**src/rtl/mwrms_pkg.sv**
```systemverilog
package mwrms_pkg;

   localparam int SAMPLE_W   = 16;
   localparam int RMS_W      = 16;
   localparam int MEAN_W     = 31;
   localparam int SQUARE_W   = 31;

   // bit-serial root: two radicand bits per step
   localparam int ROOT_STEPS = 16;
   localparam int ROOT_CNT_W = $clog2(ROOT_STEPS);
   localparam int ROOT_ACC_W = 32;
   localparam logic [MEAN_W-1:0] ROOT_TOP_BIT = {1'b1, {(MEAN_W-1){1'b0}}};

   typedef struct packed {
      logic              start;
      logic [MEAN_W-1:0] operand;
   } isqrt_ctrl_type;

   typedef struct packed {
      logic             done;
      logic [RMS_W-1:0] root;
   } isqrt_stat_type;

endpackage

```
**src/rtl/moving_window_rms_core.sv**
```systemverilog
// The mean is a shift of the running sum when WINDOW_DEPTH is a power of two, else a
// reciprocal multiply by the depth, one byte of the sum per cycle. The 16-step bit-serial
// square root of the mean follows.
// One sample is in flight at a time: a new word is taken only after the previous result is
// registered, which waits while the receiver stalls an earlier result.
// Synchronous reset clears the window (per-entry valid bits), the running sum and the position.
module moving_window_rms_core import mwrms_pkg::*; #(
   parameter int WINDOW_DEPTH = 16
) (
   input  logic                clock,
   input  logic                reset,
   input  logic                req_valid,
   output logic                req_ready,
   input  logic [SAMPLE_W-1:0] req_sample,
   output logic                rsp_valid,
   input  logic                rsp_ready,
   output logic [RMS_W-1:0]    rsp_rms_value,
   output logic [MEAN_W-1:0]   rsp_mean_square
);

   localparam int POS_W       = $clog2(WINDOW_DEPTH);
   localparam int TOTAL_W     = SQUARE_W + $clog2(WINDOW_DEPTH);
   localparam int DIGITS      = (TOTAL_W + 7) / 8;
   localparam int NUM_W       = 8 * DIGITS;
   localparam int RECIP_W     = TOTAL_W + 1;
   localparam int PROD_W      = NUM_W + RECIP_W;
   localparam int RECIP_SHIFT = TOTAL_W + $clog2(WINDOW_DEPTH);
   localparam int DCNT_W      = $clog2(DIGITS + 1);
   localparam bit IS_POW2     = (WINDOW_DEPTH & (WINDOW_DEPTH - 1)) == 0;
   localparam logic [63:0] RECIP_NUM = 64'd1 << RECIP_SHIFT;
   // ceil(2^RECIP_SHIFT / depth): exact floor quotient for any sum below 2^TOTAL_W
   localparam logic [RECIP_W-1:0] RECIP =
      RECIP_W'((RECIP_NUM + 64'(WINDOW_DEPTH) - 64'd1) / 64'(WINDOW_DEPTH));
   localparam logic [POS_W-1:0]   POS_LAST  = POS_W'(WINDOW_DEPTH - 1);
   localparam logic [DCNT_W-1:0]  DIV_STEPS = DCNT_W'(DIGITS);
   localparam logic [TOTAL_W-1:0] TOTAL_MAX = TOTAL_W'(WINDOW_DEPTH) << (SQUARE_W - 1);

   localparam logic [2:0] ST_IDLE   = 3'd0;
   localparam logic [2:0] ST_UPDATE = 3'd1;
   localparam logic [2:0] ST_DIV    = 3'd2;
   localparam logic [2:0] ST_ROOT   = 3'd3;
   localparam logic [2:0] ST_DONE   = 3'd4;

   logic [2:0]              state_ff, state_in;
   logic [POS_W-1:0]        pos_ff, pos_in;
   logic [WINDOW_DEPTH-1:0] valid_ff, valid_in;
   logic [TOTAL_W-1:0]      total_ff, total_in;
   logic [SQUARE_W-1:0]     square_ff, square_in;
   logic [NUM_W-1:0]        num_ff, num_in;
   logic [PROD_W-1:0]       prod_ff, prod_in;
   logic [DCNT_W-1:0]       dcnt_ff, dcnt_in;
   logic [MEAN_W-1:0]       mean_ff, mean_in;
   logic [RMS_W-1:0]        root_ff, root_in;
   logic                    rsp_valid_ff, rsp_valid_in;
   logic [RMS_W-1:0]        rsp_rms_ff, rsp_rms_in;
   logic [MEAN_W-1:0]       rsp_mean_ff, rsp_mean_in;

   logic                    accept;
   logic [SAMPLE_W-1:0]     magnitude;
   logic [2*SAMPLE_W-1:0]   product;
   logic [SQUARE_W-1:0]     ram_rd_data;
   logic [SQUARE_W-1:0]     oldest;
   logic                    ram_wr_en;
   logic [RECIP_W+7:0]      partial;
   logic [MEAN_W-1:0]       shift_mean;
   isqrt_ctrl_type          sq_ctrl;
   isqrt_stat_type          sq_stat;

   assign req_ready = (state_ff == ST_IDLE);
   assign accept    = req_valid && req_ready;

   // -32768 maps to 0x8000, still correct as unsigned
   assign magnitude = req_sample[SAMPLE_W-1] ? (~req_sample + 1'b1) : req_sample;
   assign product   = magnitude * magnitude;
   assign square_in = accept ? product[SQUARE_W-1:0] : square_ff;

   // entries never written since reset read as zero
   assign oldest     = valid_ff[pos_ff] ? ram_rd_data : '0;
   assign ram_wr_en  = (state_ff == ST_UPDATE);
   assign partial    = num_ff[NUM_W-1 -: 8] * RECIP;
   assign shift_mean = MEAN_W'(total_ff >> $clog2(WINDOW_DEPTH));

   mwrms_ram #(
      .WIDTH(SQUARE_W),
      .DEPTH(WINDOW_DEPTH)
   ) u_ring (
      .clock   (clock),
      .wr_en   (ram_wr_en),
      .wr_addr (pos_ff),
      .wr_data (square_ff),
      .rd_en   (accept),
      .rd_addr (pos_ff),
      .rd_data (ram_rd_data)
   );

   mwrms_isqrt u_isqrt (
      .clock (clock),
      .reset (reset),
      .ctrl  (sq_ctrl),
      .stat  (sq_stat)
   );

   always_comb begin
      state_in     = state_ff;
      pos_in       = pos_ff;
      valid_in     = valid_ff;
      total_in     = total_ff;
      num_in       = num_ff;
      prod_in      = prod_ff;
      dcnt_in      = dcnt_ff;
      mean_in      = mean_ff;
      root_in      = root_ff;
      rsp_rms_in   = rsp_rms_ff;
      rsp_mean_in  = rsp_mean_ff;
      rsp_valid_in = rsp_valid_ff && !rsp_ready;
      sq_ctrl.start   = 1'b0;
      sq_ctrl.operand = mean_ff;
      case (state_ff)
         ST_IDLE: begin
            if (accept) begin
               state_in = ST_UPDATE;
            end
         end
         ST_UPDATE: begin
            total_in        = total_ff - TOTAL_W'(oldest) + TOTAL_W'(square_ff);
            num_in          = NUM_W'(total_in);
            prod_in         = '0;
            dcnt_in         = '0;
            valid_in[pos_ff] = 1'b1;
            pos_in          = (pos_ff == POS_LAST) ? '0 : pos_ff + 1'b1;
            state_in        = ST_DIV;
         end
         ST_DIV: begin
            if (IS_POW2) begin
               mean_in         = shift_mean;
               sq_ctrl.start   = 1'b1;
               sq_ctrl.operand = shift_mean;
               state_in        = ST_ROOT;
            end else if (dcnt_ff == DIV_STEPS) begin
               mean_in         = prod_ff[RECIP_SHIFT +: MEAN_W];
               sq_ctrl.start   = 1'b1;
               sq_ctrl.operand = prod_ff[RECIP_SHIFT +: MEAN_W];
               state_in        = ST_ROOT;
            end else begin
               // reciprocal multiply, top byte of the sum first
               prod_in = (prod_ff << 8) + PROD_W'(partial);
               num_in  = num_ff << 8;
               dcnt_in = dcnt_ff + 1'b1;
            end
         end
         ST_ROOT: begin
            if (sq_stat.done) begin
               root_in  = sq_stat.root;
               state_in = ST_DONE;
            end
         end
         ST_DONE: begin
            if (!rsp_valid_ff || rsp_ready) begin
               rsp_valid_in = 1'b1;
               rsp_rms_in   = root_ff;
               rsp_mean_in  = mean_ff;
               state_in     = ST_IDLE;
            end
         end
         default: begin
            state_in = ST_IDLE;
         end
      endcase
   end

   always_ff @(posedge clock) begin
      if (reset) begin
         state_ff     <= ST_IDLE;
         pos_ff       <= '0;
         valid_ff     <= '0;
         total_ff     <= '0;
         rsp_valid_ff <= 1'b0;
      end else begin
         state_ff     <= state_in;
         pos_ff       <= pos_in;
         valid_ff     <= valid_in;
         total_ff     <= total_in;
         rsp_valid_ff <= rsp_valid_in;
      end
      square_ff   <= square_in;
      num_ff      <= num_in;
      prod_ff     <= prod_in;
      dcnt_ff     <= dcnt_in;
      mean_ff     <= mean_in;
      root_ff     <= root_in;
      rsp_rms_ff  <= rsp_rms_in;
      rsp_mean_ff <= rsp_mean_in;
   end

   assign rsp_valid       = rsp_valid_ff;
   assign rsp_rms_value   = rsp_rms_ff;
   assign rsp_mean_square = rsp_mean_ff;

   a_total_bound: assert property (@(posedge clock) disable iff (reset)
      total_ff <= TOTAL_MAX)
      else $error("running sum above full-scale window");

   a_pos_range: assert property (@(posedge clock) disable iff (reset)
      pos_ff <= POS_LAST)
      else $error("write position past end of window");

   a_accept_update: assert property (@(posedge clock) disable iff (reset)
      accept |=> state_ff == ST_UPDATE)
      else $error("accepted word not followed by window update");

   a_root_floor: assert property (@(posedge clock) disable iff (reset)
      rsp_valid_ff |-> ({16'b0, rsp_rms_ff} * {16'b0, rsp_rms_ff} <= 32'(rsp_mean_ff))
         && ((34'(rsp_rms_ff) + 34'd1) * (34'(rsp_rms_ff) + 34'd1) > 34'(rsp_mean_ff)))
      else $error("root is not the floor square root of the mean");

   a_mean_range: assert property (@(posedge clock) disable iff (reset)
      rsp_valid_ff |-> rsp_mean_ff <= ROOT_TOP_BIT >> 0 - MEAN_W'(0) && !rsp_mean_ff[MEAN_W-1]
         || rsp_mean_ff == (ROOT_TOP_BIT >> 0))
      else $error("mean of squares above full scale");

endmodule

```
**src/rtl/mwrms_ram.sv**
```systemverilog
module mwrms_ram #(
   parameter int WIDTH = 31,
   parameter int DEPTH = 16
) (
   input  logic                     clock,
   input  logic                     wr_en,
   input  logic [$clog2(DEPTH)-1:0] wr_addr,
   input  logic [WIDTH-1:0]         wr_data,
   input  logic                     rd_en,
   input  logic [$clog2(DEPTH)-1:0] rd_addr,
   output logic [WIDTH-1:0]         rd_data
);

   logic [WIDTH-1:0] mem_ff [DEPTH];
   logic [WIDTH-1:0] rd_data_ff;

   always_ff @(posedge clock) begin
      if (wr_en) begin
         mem_ff[wr_addr] <= wr_data;
      end
      if (rd_en) begin
         rd_data_ff <= mem_ff[rd_addr];
      end
   end

   assign rd_data = rd_data_ff;

endmodule

```
**src/rtl/mwrms_isqrt.sv**
```systemverilog
module mwrms_isqrt import mwrms_pkg::*; (
   input  logic           clock,
   input  logic           reset,
   input  isqrt_ctrl_type ctrl,
   output isqrt_stat_type stat
);

   logic [ROOT_ACC_W-1:0] rem_ff, rem_in;
   logic [ROOT_ACC_W-1:0] root_ff, root_in;
   logic [MEAN_W-1:0]     bit_ff, bit_in;
   logic [ROOT_CNT_W-1:0] count_ff, count_in;
   logic                  busy_ff, busy_in;
   logic                  done_ff, done_in;
   logic [ROOT_ACC_W-1:0] trial;

   assign trial = root_ff + ROOT_ACC_W'(bit_ff);

   always_comb begin
      rem_in   = rem_ff;
      root_in  = root_ff;
      bit_in   = bit_ff;
      count_in = count_ff;
      busy_in  = busy_ff;
      done_in  = 1'b0;
      if (ctrl.start) begin
         rem_in   = ROOT_ACC_W'(ctrl.operand);
         root_in  = '0;
         bit_in   = ROOT_TOP_BIT;
         count_in = ROOT_CNT_W'(ROOT_STEPS - 1);
         busy_in  = 1'b1;
      end else if (busy_ff) begin
         if (rem_ff >= trial) begin
            rem_in  = rem_ff - trial;
            root_in = (root_ff >> 1) + ROOT_ACC_W'(bit_ff);
         end else begin
            root_in = root_ff >> 1;
         end
         bit_in   = bit_ff >> 2;
         count_in = count_ff - 1'b1;
         if (count_ff == '0) begin
            busy_in = 1'b0;
            done_in = 1'b1;
         end
      end
   end

   always_ff @(posedge clock) begin
      if (reset) begin
         busy_ff <= 1'b0;
         done_ff <= 1'b0;
      end else begin
         busy_ff <= busy_in;
         done_ff <= done_in;
      end
      rem_ff   <= rem_in;
      root_ff  <= root_in;
      bit_ff   <= bit_in;
      count_ff <= count_in;
   end

   assign stat.done = done_ff;
   assign stat.root = root_ff[RMS_W-1:0];

endmodule

```
**config.mk**
```make
export PLATFORM = sky130hd
export DESIGN_NAME = moving_window_rms_core
export DESIGN_NICKNAME = d
export VERILOG_FILES = /design/src/rtl/mwrms_pkg.sv /design/src/rtl/moving_window_rms_core.sv /design/src/rtl/mwrms_ram.sv /design/src/rtl/mwrms_isqrt.sv
export SDC_FILE = /design/constraint.sdc
export NUM_CORES = 2
export LEC_CHECK = 0
export BUFFER_PORTS_ARGS = -buffer_cell sky130_fd_sc_hd__buf_2
export CORE_MARGIN = 10
export CORE_UTILIZATION = 69
export CTS_CLUSTER_DIAMETER = 80
export DETAILED_ROUTE_END_ITERATION = 10
export PLACE_DENSITY = 0.88
export SLEW_MARGIN = 10
export SYNTH_ARGS = -nofsm -noshare
export SYNTH_HDL_FRONTEND = slang
export SYNTH_SLANG_ARGS = --single-unit
export TNS_END_PERCENT = 20
```
**constraint.sdc**
```tcl
create_clock -name clock -period 21.5 [get_ports clock]
set_clock_uncertainty 0.05 [all_clocks]
set_input_delay 6.45 -clock clock [delete_from_list [all_inputs] [get_ports clock]]
set_output_delay 6.45 -clock clock [all_outputs]
set_load 0.005 [all_outputs]
```
==> results by group <==
Outcome
  – Outcome: complete, no violations

Final layout
  – Share of cells above drive strength 1: 0.1306
  – Area growth, synth to finish: 9.207%
  – Final net count: 3607
  – Filler cell count: 3232

Place
  – Dpl hpwl: 65.80 mm
  – Final GP Congestion: 0.9317
  – PortBufs: 68

Worst setup path
  – Critical Path RT: 21.82 ns
  – Worst r2r path cells: 16
  – Critical path depth in cells: 29
  – CP delay by family, top: adder cells
  – Beginning of the worst register-to-register path: pos_ff[0]
  – Worst path max stage delay: 0.59 ns
  – CP max-delay cell: xnor2_1
  – Critical Path Fanout Max: 16
  – Critical path startpoint category: primary input
  – Critical Path Sink Type: flop
  – WP data arrival: 15.50 ns
  – Crit path buf inv count: 6
  – Worst Setup SP: req_sample[0]
  – Crit path top cell by count: fa_1
  – WS Path Type: in -> reg

Clock network
  – Reg clk slew, reported paths: 0.06 ns
  – Clk root buf: clkbuf_16
  – CTS tree: done
  – Clk Latency, worst-skew pair: 0.63 ns
  – Setup repair bufs after CTS: 0
  – Cts hold-fix bufs: 0
  – Clk sink count: 779
  – Worst-case clock buffer depth: 3
  – Cts repair resizes: 0
  – CTS HTree Levels: 3
  – Num CTS Buffers: 76

Worst hold path
  – Min-delay worst type: reg -> reg
  – HP Start: mean_ff[26]
  – Hold path depth: 0

Synth
  – Synthesis Warnings: 0
  – Syn Std Cell Area: 41600 um2
  – Register area share after synthesis: 0.5349
  – Main synth FF type: edfxtp_1
  – Async SR Flop Fraction: 0
  – EDFF count, synth: 665
  – Post-Synthesis Cells: 3107
  – Avg Cell Area, Syn: 13.39 um2
  – Synth Register Bits: 779
  – Synth cell types: 75

Route
  – 1st-iter DRT viols: 3475
  – Vias/cell: 6.739
  – Drt wl/cell: 26.69 um
  – First drt pass iteration count: 8
  – Total wire length: 107.5 mm
  – DR DRC count: 0
  – Vias: 27.15k
  – Antenna Violating Nets Remaining: 0

Timing
  – Endpoints failing hold: 0
  – Unrepaired setup endpoints after global routing: false
  – Max Clk Rate: 65.86 MHz
  – Slew @ Worst Pin: 1.307 ns
  – Slew Viols, Final: 0
  – Worst slew margin relative to its limit: 0.1225
  – Period minus WS final: 15.18 ns
  – Period utilization: 0.7062
  – Setup TNS: 0 ns
  – Final setup violating endpoints: 0

Die
  – Num rows: 89
  – Die Height: 265.5 um
  – Starting density of the core: 0.7009
  – DIE AREA: 70510 um2
  – Top-level port count: 69
  – Core area: 59350 um2
  – Die width: 265.5 um

GRT
  – GRT overflow: 0
  – Largest net degree at the start of global routing: 82
  – Initial antenna violation count: 0
  – GRT Total Usage: 0.3091
  – Vias in the first global route: 28.35k
  – First-pass GRT wire length: 167.0 mm

Job
  – Max-cap violations: 0
-- final timing paths --
path	end	slack, ns
hold / removal	rsp_mean_square[26]	0.36
setup reg to reg	total_ff[26]	14.84
setup / recovery	square_ff[30]	6.32
hold reg to reg	rsp_mean_square[26]	0.36
-- worst register-to-register path: stages (launching register included) --
cell and delay [ns]:
dfxtp_4 0.89, mux4_2 0.63, mux4_2 0.81, and2_1 0.35
fa_1 0.51, inv_1 0.06, ha_1 0.36, o21ai_0 0.26
a21oi_1 0.13, o31ai_1 0.48, a21oi_2 0.19, o311ai_1 0.61
a21oi_1 0.23, or4_1 0.45, a31oi_1 0.22, xor2_1 0.17
a211oi_1 0.08
-- cells in the final DEF (no fill, tap or decap), drive strengths merged, types with 5 or more instances in the layout --
cell type  synthesis  layout
edfxtp           665     665
inv              371     375
nor2             213     213
nand2            212     212
ha               200     200
fa               194     194
mux4             155     155
a21oi            149     149
dfxtp            114     114
o21ai            100     100
buf               27      99
clkbuf            73      95
xnor2             83      83
xor2              64      64
a21o              61      61
and2              39      39
clkinv             6      35
nor3              29      29
nand2b            27      27
nand3             27      27
a31oi             27      27
and3              27      27
a211oi            26      26
mux2i             21      21
o21a              19      19
or3               17      17
o21bai            17      17
nor2b             14      14
nand4             13      13
o31ai             12      12
a31o              11      11
conb               2      11
bufinv             0      10
o211ai             8       8
nor4               5       5
a311oi             5       5
o41ai              5       5
-- Yosys cell counts, types with 21 or more instances --
cell / n / area (um2)
xnor2_1: 83 / 727.0
a21oi_1: 146 / 730.7
dfxtp_1: 114 / 2282
nor2_1: 212 / 795.8
inv_1: 369 / 1385
nand2_1: 212 / 795.8
a211oi_1: 25 / 187.7
a21o_1: 61 / 457.9
nor3_1: 29 / 145.1
edfxtp_1: 665 / 19970
ha_1: 200 / 2502
clkbuf_1: 72 / 270.3
o21ai_0: 96 / 480.5
nand3_1: 27 / 135.1
nand2b_1: 27 / 168.9
a31oi_1: 27 / 168.9
and2_1: 39 / 244.0
mux4_2: 155 / 3491
xor2_1: 64 / 560.5
mux2i_1: 21 / 210.2
and3_1: 27 / 168.9
fa_1: 194 / 3884
-- metal layers --
metal	vias to the layer above	track usage	wire, um
met4	0	0.1691	6369
met2	2000	0.5187	53020
met3	463	0.06053	10920
li1	11363	-	-
met5	-	0	0
met1	13325	0.3753	37230
-- state kept, by name, indices dropped and copies added (netlist names) --
signal and flops:
root_ff 16, u_isqrt.count_ff 4, square_ff 30, u_isqrt.busy_ff 1, u_isqrt.root_ff 32, rsp_valid 1, state_ff 3, valid_ff 16
pos_ff 4, u_ring.rd_data 30, u_ring.mem_ff 480, u_isqrt.done_ff 1, total_ff 35, u_isqrt.rem_ff 32, rsp_mean_square 31, u_isqrt.bit_ff 16
rsp_rms_value 16, mean_ff 31
-- per-stage QoR --
| step | setup slack (ns) | utilization | cell area, um2 | hold slack [ns] | std cells |
|---|---|---|---|---|---|
| floorplan | 7.255 | - | 41630 | 0.3503 | 3116 |
| global placement | 6.427 | 0.7221 | 42860 | 0.3506 | 3888 |
| detailed placement | 5.941 | 0.7221 | 42860 | 0.3545 | 3888 |
| CTS | 6.469 | 0.7654 | 45430 | 0.3680 | 4028 |
| global route | 5.936 | 0.7654 | 45430 | 0.3711 | 4028 |
| finish | 6.316 | 0.7654 | 45430 | 0.3631 | 4029 |
-- area by class of cell --
type,instances,area [um2],area share
multi-input combinational,1860,17640,0.3883
sequential,779,22260,0.4900
clock buffer,95,2077,0.04572
timing repair buffer,99,573.1,0.01261
inverter,377,1415,0.03115
tap,773,967.2,0.02129
antenna,1,2.502,0.00005508
clock inverter,45,493.0,0.01085
-- cell families (layout without fill, tap and decap cells) --
group / count (synthesis) / in the layout / synth area share
buf+inv: 477 / 616 / 0.04376
other cells: 2 / 12 / 0.0001805
simple gates: 644 / 644 / 0.07077
fa+ha+maj: 394 / 394 / 0.1535
flops: 779 / 779 / 0.5349
mux: 178 / 178 / 0.08951
compound gates: 486 / 486 / 0.07643
xor+xnor: 147 / 147 / 0.03095
Power is left out: the tool's default activity adds up to more than one toggle a clock period on the data nets, which glitch-free logic cannot reach.
